<file path="config.mk">
export PLATFORM = sky130hd
export DESIGN_NAME = bfd_ctrl
export DESIGN_NICKNAME = d
export VERILOG_FILES = /design/src/rtl/box_filter_downsampler_unit_macros.svh /design/src/rtl/bfd_pkg.sv /design/src/rtl/bfd_ctrl.sv
export SDC_FILE = /design/constraint.sdc
export NUM_CORES = 1
export LEC_CHECK = 0
export BUFFER_PORTS_ARGS = -buffer_cell sky130_fd_sc_hd__clkbuf_2
export CORE_UTILIZATION = 55
export DETAILED_ROUTE_END_ITERATION = 12
export GPL_TIMING_DRIVEN = 0
export PLACE_DENSITY_LB_ADDON = 0.1
export SYNTH_ARGS = -nofsm -noshare
export SYNTH_HDL_FRONTEND = slang
export SYNTH_SLANG_ARGS = --single-unit
</file>
<file path="constraint.sdc">
create_clock -name clk -period 6.3 [get_ports clk]
set_input_delay 1.26 -clock clk [delete_from_list [all_inputs] [get_ports clk]]
set_output_delay 1.26 -clock clk [all_outputs]
set_load 0.03 [all_outputs]
</file>
<file path="src/rtl/box_filter_downsampler_unit_macros.svh">
// Assertion macros for the box filter downsampler.
// Depends on nothing; the asserting module must have clk and rst in scope.
`ifndef BOX_FILTER_DOWNSAMPLER_UNIT_MACROS_SVH
`define BOX_FILTER_DOWNSAMPLER_UNIT_MACROS_SVH
`ifndef SYNTHESIS
// Clocked check, switched off while reset is high
`define BFD_ASSERT_CLK(label, prop, msg) \
  label: assert property (@(posedge clk) disable iff (rst) prop) else $error(msg);
// Clocked check that also holds through reset
`define BFD_ASSERT_RST(label, prop, msg) \
  label: assert property (@(posedge clk) prop) else $error(msg);
`else
`define BFD_ASSERT_CLK(label, prop, msg)
`define BFD_ASSERT_RST(label, prop, msg)
`endif
`endif

</file>
<file path="src/rtl/bfd_pkg.sv">
// Shared constants, types and register codes for the box filter downsampler.
// No dependencies.
package bfd_pkg;

  localparam int DEF_MAX_WIDTH = 1024;
  localparam int MAX_SHIFT     = 3;
  localparam int CHAN          = 4;
  localparam int PIX_W         = 8;
  localparam int HSUM_W        = 11;
  localparam int BAND_W        = 14;
  localparam int SHIFT_W       = 2;
  localparam int SWIDTH_W      = 11;
  localparam int ROW_W         = 10;
  localparam int OCOL_W        = 10;
  localparam int BROW_W        = 3;

  typedef enum logic {
    REG_RESIZE_SHIFT = 1'b0,
    REG_SOURCE_WIDTH = 1'b1
  } cfg_reg_t;

  typedef logic [CHAN-1:0][PIX_W-1:0]  pix4_t;
  typedef logic [CHAN-1:0][HSUM_W-1:0] hsum4_t;
  typedef logic [CHAN-1:0][BAND_W-1:0] band4_t;

  // Per-pixel command from the position logic to the line store
  typedef struct packed {
    logic               write;
    logic               first_row;
    logic               emit;
    logic [SHIFT_W-1:0] shift;
    logic [ROW_W-1:0]   row;
    logic [OCOL_W-1:0]  ocol;
    hsum4_t             hsum;
  } acc_cmd_t;

  // Occupancy of the accumulate stage
  typedef struct packed {
    logic valid;
    logic emit;
  } s1_status_t;

  typedef struct packed {
    pix4_t             avg;
    logic [OCOL_W-1:0] ocol;
    logic [ROW_W-1:0]  row;
  } result_t;

endpackage

</file>
<file path="src/rtl/bfd_ctrl.sv">
// Position counters and horizontal running sum of the downsampler.
// Depends on bfd_pkg.
module bfd_ctrl
  import bfd_pkg::*;
#(
  parameter int MAX_WIDTH = DEF_MAX_WIDTH
) (
  input  logic                         clk,
  input  logic                         rst,
  input  logic                         accept,
  input  logic [SHIFT_W-1:0]           resize_shift,
  input  logic [SWIDTH_W-1:0]          source_width,
  input  pix4_t                        pixel,
  input  logic                         start_of_frame,
  output acc_cmd_t                     cmd,
  output logic [$clog2(MAX_WIDTH)-1:0] addr
);

  localparam int COL_W = $clog2(MAX_WIDTH);
  localparam int W_W   = COL_W + 1;
  localparam logic [BROW_W:0] ONE = 1;

  logic [COL_W-1:0]  column_count, column_count_next;
  logic [BROW_W-1:0] band_row, band_row_next;
  logic [ROW_W-1:0]  output_row_count, output_row_count_next;
  hsum4_t            horizontal_sums, horizontal_sums_next;

  logic [COL_W-1:0]   col;
  logic [BROW_W-1:0]  brow_cur;
  logic [ROW_W-1:0]   orow_cur;
  hsum4_t             hsum_cur;
  hsum4_t             hsum_new;
  logic [SHIFT_W-1:0] s;
  logic [BROW_W-1:0]  mask;
  logic [W_W-1:0]     w;
  logic [COL_W-1:0]   bc;
  logic [BROW_W-1:0]  sub_x;
  logic [BROW_W-1:0]  rb;
  logic               in_block;
  logic [W_W-1:0]     col_inc;
  logic               row_end;

  // Work out block position of the incoming pixel
  always_comb begin
    col      = start_of_frame ? '0 : column_count;
    brow_cur = start_of_frame ? '0 : band_row;
    orow_cur = start_of_frame ? '0 : output_row_count;
    hsum_cur = start_of_frame ? '0 : horizontal_sums;

    s    = (int'(resize_shift) > MAX_SHIFT) ? SHIFT_W'(MAX_SHIFT) : resize_shift;
    mask = BROW_W'((ONE << s) - ONE);

    if (source_width == '0) begin
      w = W_W'(1);
    end else if (int'(source_width) > MAX_WIDTH) begin
      w = W_W'(MAX_WIDTH);
    end else begin
      w = W_W'(source_width);
    end

    sub_x    = col[BROW_W-1:0] & mask;
    bc       = col >> s;
    rb       = brow_cur & mask;
    in_block = ({1'b0, col} < w) && ({1'b0, bc} < (w >> s));
    col_inc  = {1'b0, col} + W_W'(1);
    row_end  = (col_inc >= w);

    for (int c = 0; c < CHAN; c++) begin
      if (sub_x == '0) begin
        hsum_new[c] = HSUM_W'(pixel[c]);
      end else begin
        hsum_new[c] = hsum_cur[c] + HSUM_W'(pixel[c]);
      end
    end
  end

  // Advance counters at the row end, wrap the band at the block edge
  always_comb begin
    horizontal_sums_next  = in_block ? hsum_new : hsum_cur;
    band_row_next         = brow_cur;
    output_row_count_next = orow_cur;
    if (row_end) begin
      column_count_next = '0;
      if (rb == mask) begin
        band_row_next         = '0;
        output_row_count_next = orow_cur + ROW_W'(1);
      end else begin
        band_row_next = rb + BROW_W'(1);
      end
    end else begin
      column_count_next = col_inc[COL_W-1:0];
    end
  end

  // Command for the line store
  always_comb begin
    cmd.write     = in_block && (sub_x == mask);
    cmd.first_row = (rb == '0);
    cmd.emit      = in_block && (sub_x == mask) && (rb == mask);
    cmd.shift     = s;
    cmd.row       = orow_cur;
    cmd.ocol      = OCOL_W'(bc);
    cmd.hsum      = hsum_new;
    addr          = bc;
  end

  // Update state on each pixel transfer
  always_ff @(posedge clk) begin
    if (rst) begin
      column_count     <= '0;
      band_row         <= '0;
      output_row_count <= '0;
      horizontal_sums  <= '0;
    end else if (accept) begin
      column_count     <= column_count_next;
      band_row         <= band_row_next;
      output_row_count <= output_row_count_next;
      horizontal_sums  <= horizontal_sums_next;
    end
  end

endmodule

</file>
==> results of run 1 <==
==> routing by layer <==
layer	GRT usage, %	routed length (um)	share of wire, %	vias up
met1	47.46	9587	45	3364
met3	5.785	2066	9.7	37
li1	-	-	-	3540
met2	51.37	9113	43	365
met4	11.14	451	2.1	0
met5	0	0	0	-
==> sequential cells by signal, indices dropped and copies added, names as in the netlist <==
register	count
output_row_count	10
band_row	3
column_count	10
horizontal_sums	44
==> path summary, 6_finish.rpt <==
| kind | to | cells after the start |
|---|---|---|
| hold / removal | horizontal_sums[36]$_SDFFE_PP0P_ | 2 |
| setup reg to reg | output_row_count[1]$_SDFFE_PP0P_ | 14 |
| setup / recovery | cmd[7] | 13 |
| hold reg to reg | horizontal_sums[36]$_SDFFE_PP0P_ | 2 |
==> cell families after synthesis <==
| group | Yosys count | synth area share, % |
|---|---|---|
| mux | 38 | 6.226 |
| compound gates | 271 | 27.13 |
| fa+ha+maj | 70 | 13.34 |
| flops | 67 | 19.75 |
| buf+inv | 100 | 6.778 |
| xor+xnor | 33 | 4.255 |
| simple gates | 304 | 22.53 |
==> synth_stat cells (12+ instances only) <==
cell and instances:
dfxtp_1 67, nand2_1 67, ha_1 66, nand3_1 60
a21oi_1 58, nor2b_1 58, nor2_1 57, clkbuf_1 44
o21ai_0 44, a31oi_1 43, a31o_2 29, inv_1 28
mux2i_1 22, xnor2_1 18, xor2_1 15, a41o_1 14
mux2_2 14, buf_4 13, nor3_1 13, nor4_1 12
==> power breakdown <==
part / internal, mW / switching (mW)
Clock: 0.275 / 0.196
Combinational: 0.141 / 0.259
Sequential: 0.441 / 0.00842
==> cell type report <==
type / count / area (um2) / area share, %
Buffer: 69 / 346.6 / 4.394
Timing Repair Buffer: 125 / 625.6 / 7.931
Sequential cell: 67 / 1341 / 17.01
Multi-Input combinational cell: 716 / 5019 / 63.63
Tap cell: 147 / 183.9 / 2.332
Clock inverter: 2 / 12.51 / 0.1586
Inverter: 29 / 108.9 / 1.380
Clock buffer: 13 / 250.2 / 3.173
==> critical path: stages <==
cell	delay, ns
clkbuf_2	0.10
buf_4	0.28
clkbuf_1	0.47
clkbuf_1	0.63
nand2b_1	0.26
inv_1	0.06
ha_1	0.29
a211oi_1	0.30
o21ai_0	0.24
a2111oi_0	0.40
a41oi_1	0.12
nand3_1	0.21
clkbuf_2	0.23
==> what timing repair did <==
| item | 4_1_cts | 5_1_grt |
|---|---|---|
| endpoints found under the setup margin | 3 | 2 |
| gates resized for setup | 1 | 6 |
| endpoints found under the hold margin | 0 | 0 |
==> stage by stage <==
step           power (mW)  cell area (um2)  setup WS, ns
2_1_floorplan      0.7348             6799        0.1491
3_3_place_gp       0.8449             7609       -0.4551
3_5_place_dp       0.8489             7609       -0.4926
4_1_cts             1.309             7869       0.05355
5_1_grt             1.368             7888     -0.005612
6_report            1.321             7888        0.1983
==> results by group, run 1 <==
Run status
  • Status: completed

Logic synthesis
  • Most used DFF post-synth: dfxtp_1
  • Cell count after synthesis: 883
  • EDFF count, synth: 0
  • Cell taking the most area after synthesis: dfxtp_1
  • Syn_nets: 1002
  • Distinct cells, synth: 61
  • Ys Warns: 0
  • Asr flop ratio synth: 0%
  • Yosys top cell area share: 19.75%
  • Leading post-synthesis cells by cell area: dfxtp_1 (20%), ha_1 (12%), nor2b_1 (5.3%)
  • Post-synthesis sequential area ratio: 19.75%
  • Post-Syn Area per Cell: 7.693 um2
  • Synth Cell Area: 6793 um2
  • FF+latch count, synth: 67

Finish
  • Most common cell after layout, fill and taps aside: clkbuf_2
  • Growth of design area from synthesis to finish: 16.12%
  • Most frequent cells in the layout: clkbuf_2 (127), nand2_1 (67), dfxtp_1 (67)
  • Share of layout cells above drive strength 1: 21.45%
  • Layout Nets: 1136
  • Final core area utilization: 65.67%
  • Inserted Diodes: 0
  • Fill cell count: 1092
  • Fin cells: 1168

Global routing
  • Initial antenna violation count: 0
  • First-pass GRT wire length: 33.82 mm
  • Vias in the first global route: 6511
  • Gr ovfl total: 0
  • Tot GR Track Use: 33.53%
  • Largest net degree at the start of global routing: 20

Die
  • Horiz. Die Dim: 113.1 um
  • Rows: 40
  • Initial Utilization: 56.55%
  • Full die area: 12800 um2
  • Core ar.: 12010 um2
  • I/O Pins: 128
  • Die height: 113.1 um

Worst setup path
  • CP startpoint: start_of_frame
  • Crit Path Category: in2out
  • R2r startpoint: column_count[1]$_SDFFE_PP0P_
  • Critical-path maximum fanout: 19
  • WP data arrival: 4.84 ns
  • R2R Setup Slk: 2.00 ns
  • CP Capture Type: primary output
  • Worst Path Required: 5.04 ns
  • Setup crit start kind: primary input

Clock tree
  • Postcts setup bufs: 0
  • Num CTS Buffers: 9
  • Worst-path clk slew: 0.05 ns
  • Max Root-Sink Buffers: 2
  • Cts hold-fix bufs: 0
  • Count of clock tree sinks: 67
  • Worst-Skew Late Latency: 0.35 ns
  • Clock root buffer: clkbuf_16
  • H-Tree Level Count: 3
  • TritonCTS clock tree: built

STA
  • Slew @ Worst Pin: 1.153 ns
  • Final hold slack: 0.4679 ns
  • Fin. Hold Viols: 0
  • Final Max Tran Viols: 0
  • Fmax: 163.9 MHz
  • Layout Skew: 0.01259 ns
  • Final min period: 6.102 ns
  • Setup violators final: 0
  • Fin crit share: 96.85%
  • Slew headroom: 23.14%
  • Setup TNS: 0 ns

Placement
  • Post-DP HPWL: 15.90 mm
  • Number of port buffers: 125
  • Routability Congestion: 0.9077
  • Post-Place Cells: 1155

Min path
  • Hold WC Path Type: reg2reg
  • Hold Path Origin: horizontal_sums[36]$_SDFFE_PP0P_

Power
  • VDD IR-drop max: 110.5 uV
  • P per Cell Area: 167.4 nW/um2
  • Static Leak: 3.619 nW

Detailed routing
  • Via Count: 7306
  • Wire length per cell: 18.17 um
  • Routed Antenna Nets: 0
  • DR iter-0 viols: 649
  • Final WL: 21.22 mm
  • DRC: 0
  • Via/cell ratio: 6.255
  • Initial DRT Pass Iterations: 5

Job
  • Max Cap Violations: 0
Note: power is estimated with default switching activity, not from simulation.
==> run 2, diff against run 1 <==
--- a/config.mk
+++ b/config.mk
@@ -8,7 +8,7 @@
 export BUFFER_PORTS_ARGS = -buffer_cell sky130_fd_sc_hd__clkbuf_2
 export CORE_UTILIZATION = 55
 export DETAILED_ROUTE_END_ITERATION = 12
-export GPL_TIMING_DRIVEN = 0
+export GPL_TIMING_DRIVEN = 1
 export PLACE_DENSITY_LB_ADDON = 0.1
 export SYNTH_ARGS = -nofsm -noshare
 export SYNTH_HDL_FRONTEND = slang
==> results by group, run 2 (same netlist as run 1, synthesis figures left out) <==
STA
  • Fin crit share: 89.81% (-7.0 points)
  • Slew headroom: 57.08% (+34 points)
  • Final Max Tran Viols: 0 (unchanged)
  • Final hold slack: 0.4688 ns (+0.0008720 ns)
  • Slew @ Worst Pin: 0.6417 ns (-0.5112 ns)
  • Layout Skew: 0.008098 ns (-0.004489 ns)
  • RSZ-0062 raised after global routing: false
  • Setup violators final: 0 (unchanged)
  • Fmax: 176.7 MHz (+7.8%)
  • Final min period: 5.658 ns (-0.4439 ns)
  • Setup TNS: 0 ns (unchanged)
  • Fin. Hold Viols: 0 (unchanged)

Worst setup path
  • Worst path top cell family by delay: simple AND/OR/NAND/NOR gates
  • Cells on worst reg2reg path: 13 (-1)
  • Crit path largest cell delay: 0.40 ns (-0.23 ns)
  • Crit Reg-Reg Endpoint: band_row[1]$_SDFFE_PP0P_
  • Crit Path Category: in2out
  • WP data arrival: 4.40 ns (-0.44 ns)
  • Critical-path maximum fanout: 7 (-12)
  • Critical-path top delay cell: o21ai_1
  • R2R Setup Slk: 2.46 ns (+0.46 ns)
  • Setup crit start kind: primary input
  • Worst Path Required: 5.04 ns (about the same)
  • Cell Chain, Critical Path: clkbuf_2 -> nor4_1 -> nand3_1 -> o21ai_1 -> nand2_1 -> mux2i_1 -> o21ai_0 -> ha_1 -> and3_1 -> a21oi_1 -> a211oi_1 -> a21oi_2 -> nand3_1 -> nor4_2 -> clkbuf_2
  • Critical path buffer and inverter count: 2 (-4)
  • CP Capture Type: primary output
  • R2r startpoint: column_count[1]$_SDFFE_PP0P_

Global routing
  • Vias in the first global route: 6074 (-6.7%)
  • Largest net degree at the start of global routing: 63 (+220%)
  • Tot GR Track Use: 28.92% (-4.6 points)
  • First-pass GRT wire length: 30.15 mm (-11%)
  • Initial antenna violation count: 0 (unchanged)
  • Gr ovfl total: 0 (unchanged)

Detailed routing
  • DR iter-0 viols: 563 (-13%)
  • Final WL: 18.42 mm (-13%)
  • Routed Antenna Nets: 0 (unchanged)
  • Via Count: 6858 (-6.1%)
  • Wire length per cell: 16.53 um (-9.0%)
  • Initial DRT Pass Iterations: 5 (unchanged)
  • DRC: 0 (unchanged)
  • Via/cell ratio: 6.156 (-1.6%)

Finish
  • Max FFs per register: 44 (unchanged)
  • Growth of design area from synthesis to finish: 13.32%
  • Fill cell count: 1132 (+3.7%)
  • Most frequent cells in the layout: clkbuf_2 (127), dfxtp_1 (67), nand2_1 (66), ha_1 (66), nand3_1 (60)
  • Reg with most FFs: horizontal_sums
  • Top flop regs: horizontal_sums (44), column_count (10), output_row_count (10)
  • Layout Nets: 1083 (-4.7%)
  • Seq. cell area: 1341 um2 (unchanged)
  • Most common cell after layout, fill and taps aside: clkbuf_2
  • Share of layout cells above drive strength 1: 21.92% (+0.47 points)
  • Area of the multi-input gates: 5039 um2 (+0.40%)
  • Inserted Diodes: 0 (unchanged)

Power
  • Seq pwr share: 34.1% (about the same)
  • Internal power: 0.8882 mW (+3.7%)
  • P per Cell Area: 171.3 nW/um2 (+2.3%)
  • Logic gate share of total power: 28.5% (-1.8 points)
  • Sw Pwr: 0.4300 mW (-7.3%)
  • Clk pwr share: 37.3% (+1.7 points)
  • VDD IR-drop max: 138.9 uV (+26%)
  • Static Leak: 3.535 nW (-2.3%)
  • Switch share: 32.62% (-2.5 points)

Placement
  • Number of port buffers: 127 (+1.6%)
  • Routability Congestion: 0.9013 (-0.71%)
  • Post-DP HPWL: 13.44 mm (-15%)

Die
  • Horiz. Die Dim: 113.1 um (unchanged)
  • Initial Utilization: 56.55% (unchanged)
  • Full die area: 12800 um2 (unchanged)
  • I/O Pins: 128 (unchanged)
  • Die height: 113.1 um (unchanged)
  • Core ar.: 12010 um2 (unchanged)
  • Rows: 40 (unchanged)

Clock tree
  • Postcts setup bufs: 0 (unchanged)
  • CTS resizes: 0 (-1)
  • Worst-path clk slew: 0.06 ns (about the same)
  • Count of clock tree sinks: 67 (unchanged)
  • H-Tree Level Count: 3 (unchanged)
  • Worst-Skew Late Latency: 0.33 ns (-0.02 ns)
  • Clock root buffer: clkbuf_16
  • Num CTS Buffers: 9 (unchanged)
  • Cts hold-fix bufs: 0 (unchanged)
  • Max Root-Sink Buffers: 2 (unchanged)
  • TritonCTS clock tree: built

Job
  • Max Cap Violations: 0 (unchanged)

Min path
  • Hold Path Depth: 2 (unchanged)
  • End point of the worst hold path: horizontal_sums[3]$_SDFFE_PP0P_
  • Hold Path Origin: horizontal_sums[3]$_SDFFE_PP0P_
  • Hold WC Path Type: reg2reg

Run status
  • Status: completed
## run 2: through the flow
stage | cell area, um2 | instances | utilization [%] | power, mW | setup WS, ns
floorplan | 6799 | 883 | - | 0.7348 | 0.1491
global placement | 7413 | 1100 | 61.72 | 0.8266 | 0.8152
detailed placement | 7413 | 1100 | 61.72 | 0.8298 | 0.6836
CTS | 7697 | 1114 | 64.08 | 1.322 | 0.6640
global route | 7697 | 1114 | 64.08 | 1.379 | 0.3783
finish | 7697 | 1114 | 64.08 | 1.318 | 0.6423
## run 2: power by group through the flow
stage / Clock [mW] / Combinational [mW] / Sequential (mW)
after floorplan: 0 / 0.279 / 0.456
after CTS: 0.499 / 0.373 / 0.449
after global routing: 0.516 / 0.412 / 0.451
after global placement: 0 / 0.369 / 0.458
final: 0.492 / 0.376 / 0.450
after detailed placement: 0 / 0.371 / 0.458
## run 2: worst min-delay path: cells and delay by family (launching register included)
family	cells	cell delay, ns
flip-flops	1	0.30
AND/OR/NAND/NOR	1	0.06
multiplexers	1	0.06
## run 2: how the worst max path moves through the flow
stage | slack [ns] | start | end | cells after the start
after floorplan | 0.15 | start_of_frame | cmd[66] | 14
final | 0.64 | source_width[4] | cmd[66] | 15
after global routing | 0.38 | source_width[4] | cmd[66] | 15
after detailed placement | 0.68 | source_width[4] | cmd[66] | 15
after global placement | 0.82 | source_width[4] | cmd[66] | 15
after CTS | 0.66 | source_width[4] | cmd[66] | 15
## run 2: final cells by class
type / instances / share of cell area, %
well taps: 147 / 2.389
clock buffers: 12 / 3.202
inverters: 29 / 1.414
flip-flops and latches: 67 / 17.43
repair buffers: 141 / 9.623
multi-input cells: 716 / 65.46
clock inverters: 2 / 0.4876
## run 2: metal layers
layer | global-route usage (%) | wire [um] | vias to the layer above
met5 | 0 | 0 | -
met4 | 9.386 | 282 | 0
met3 | 3.589 | 1003 | 26
met2 | 44.99 | 8122 | 242
met1 | 41.37 | 9006 | 3170
li1 | - | - | 3420
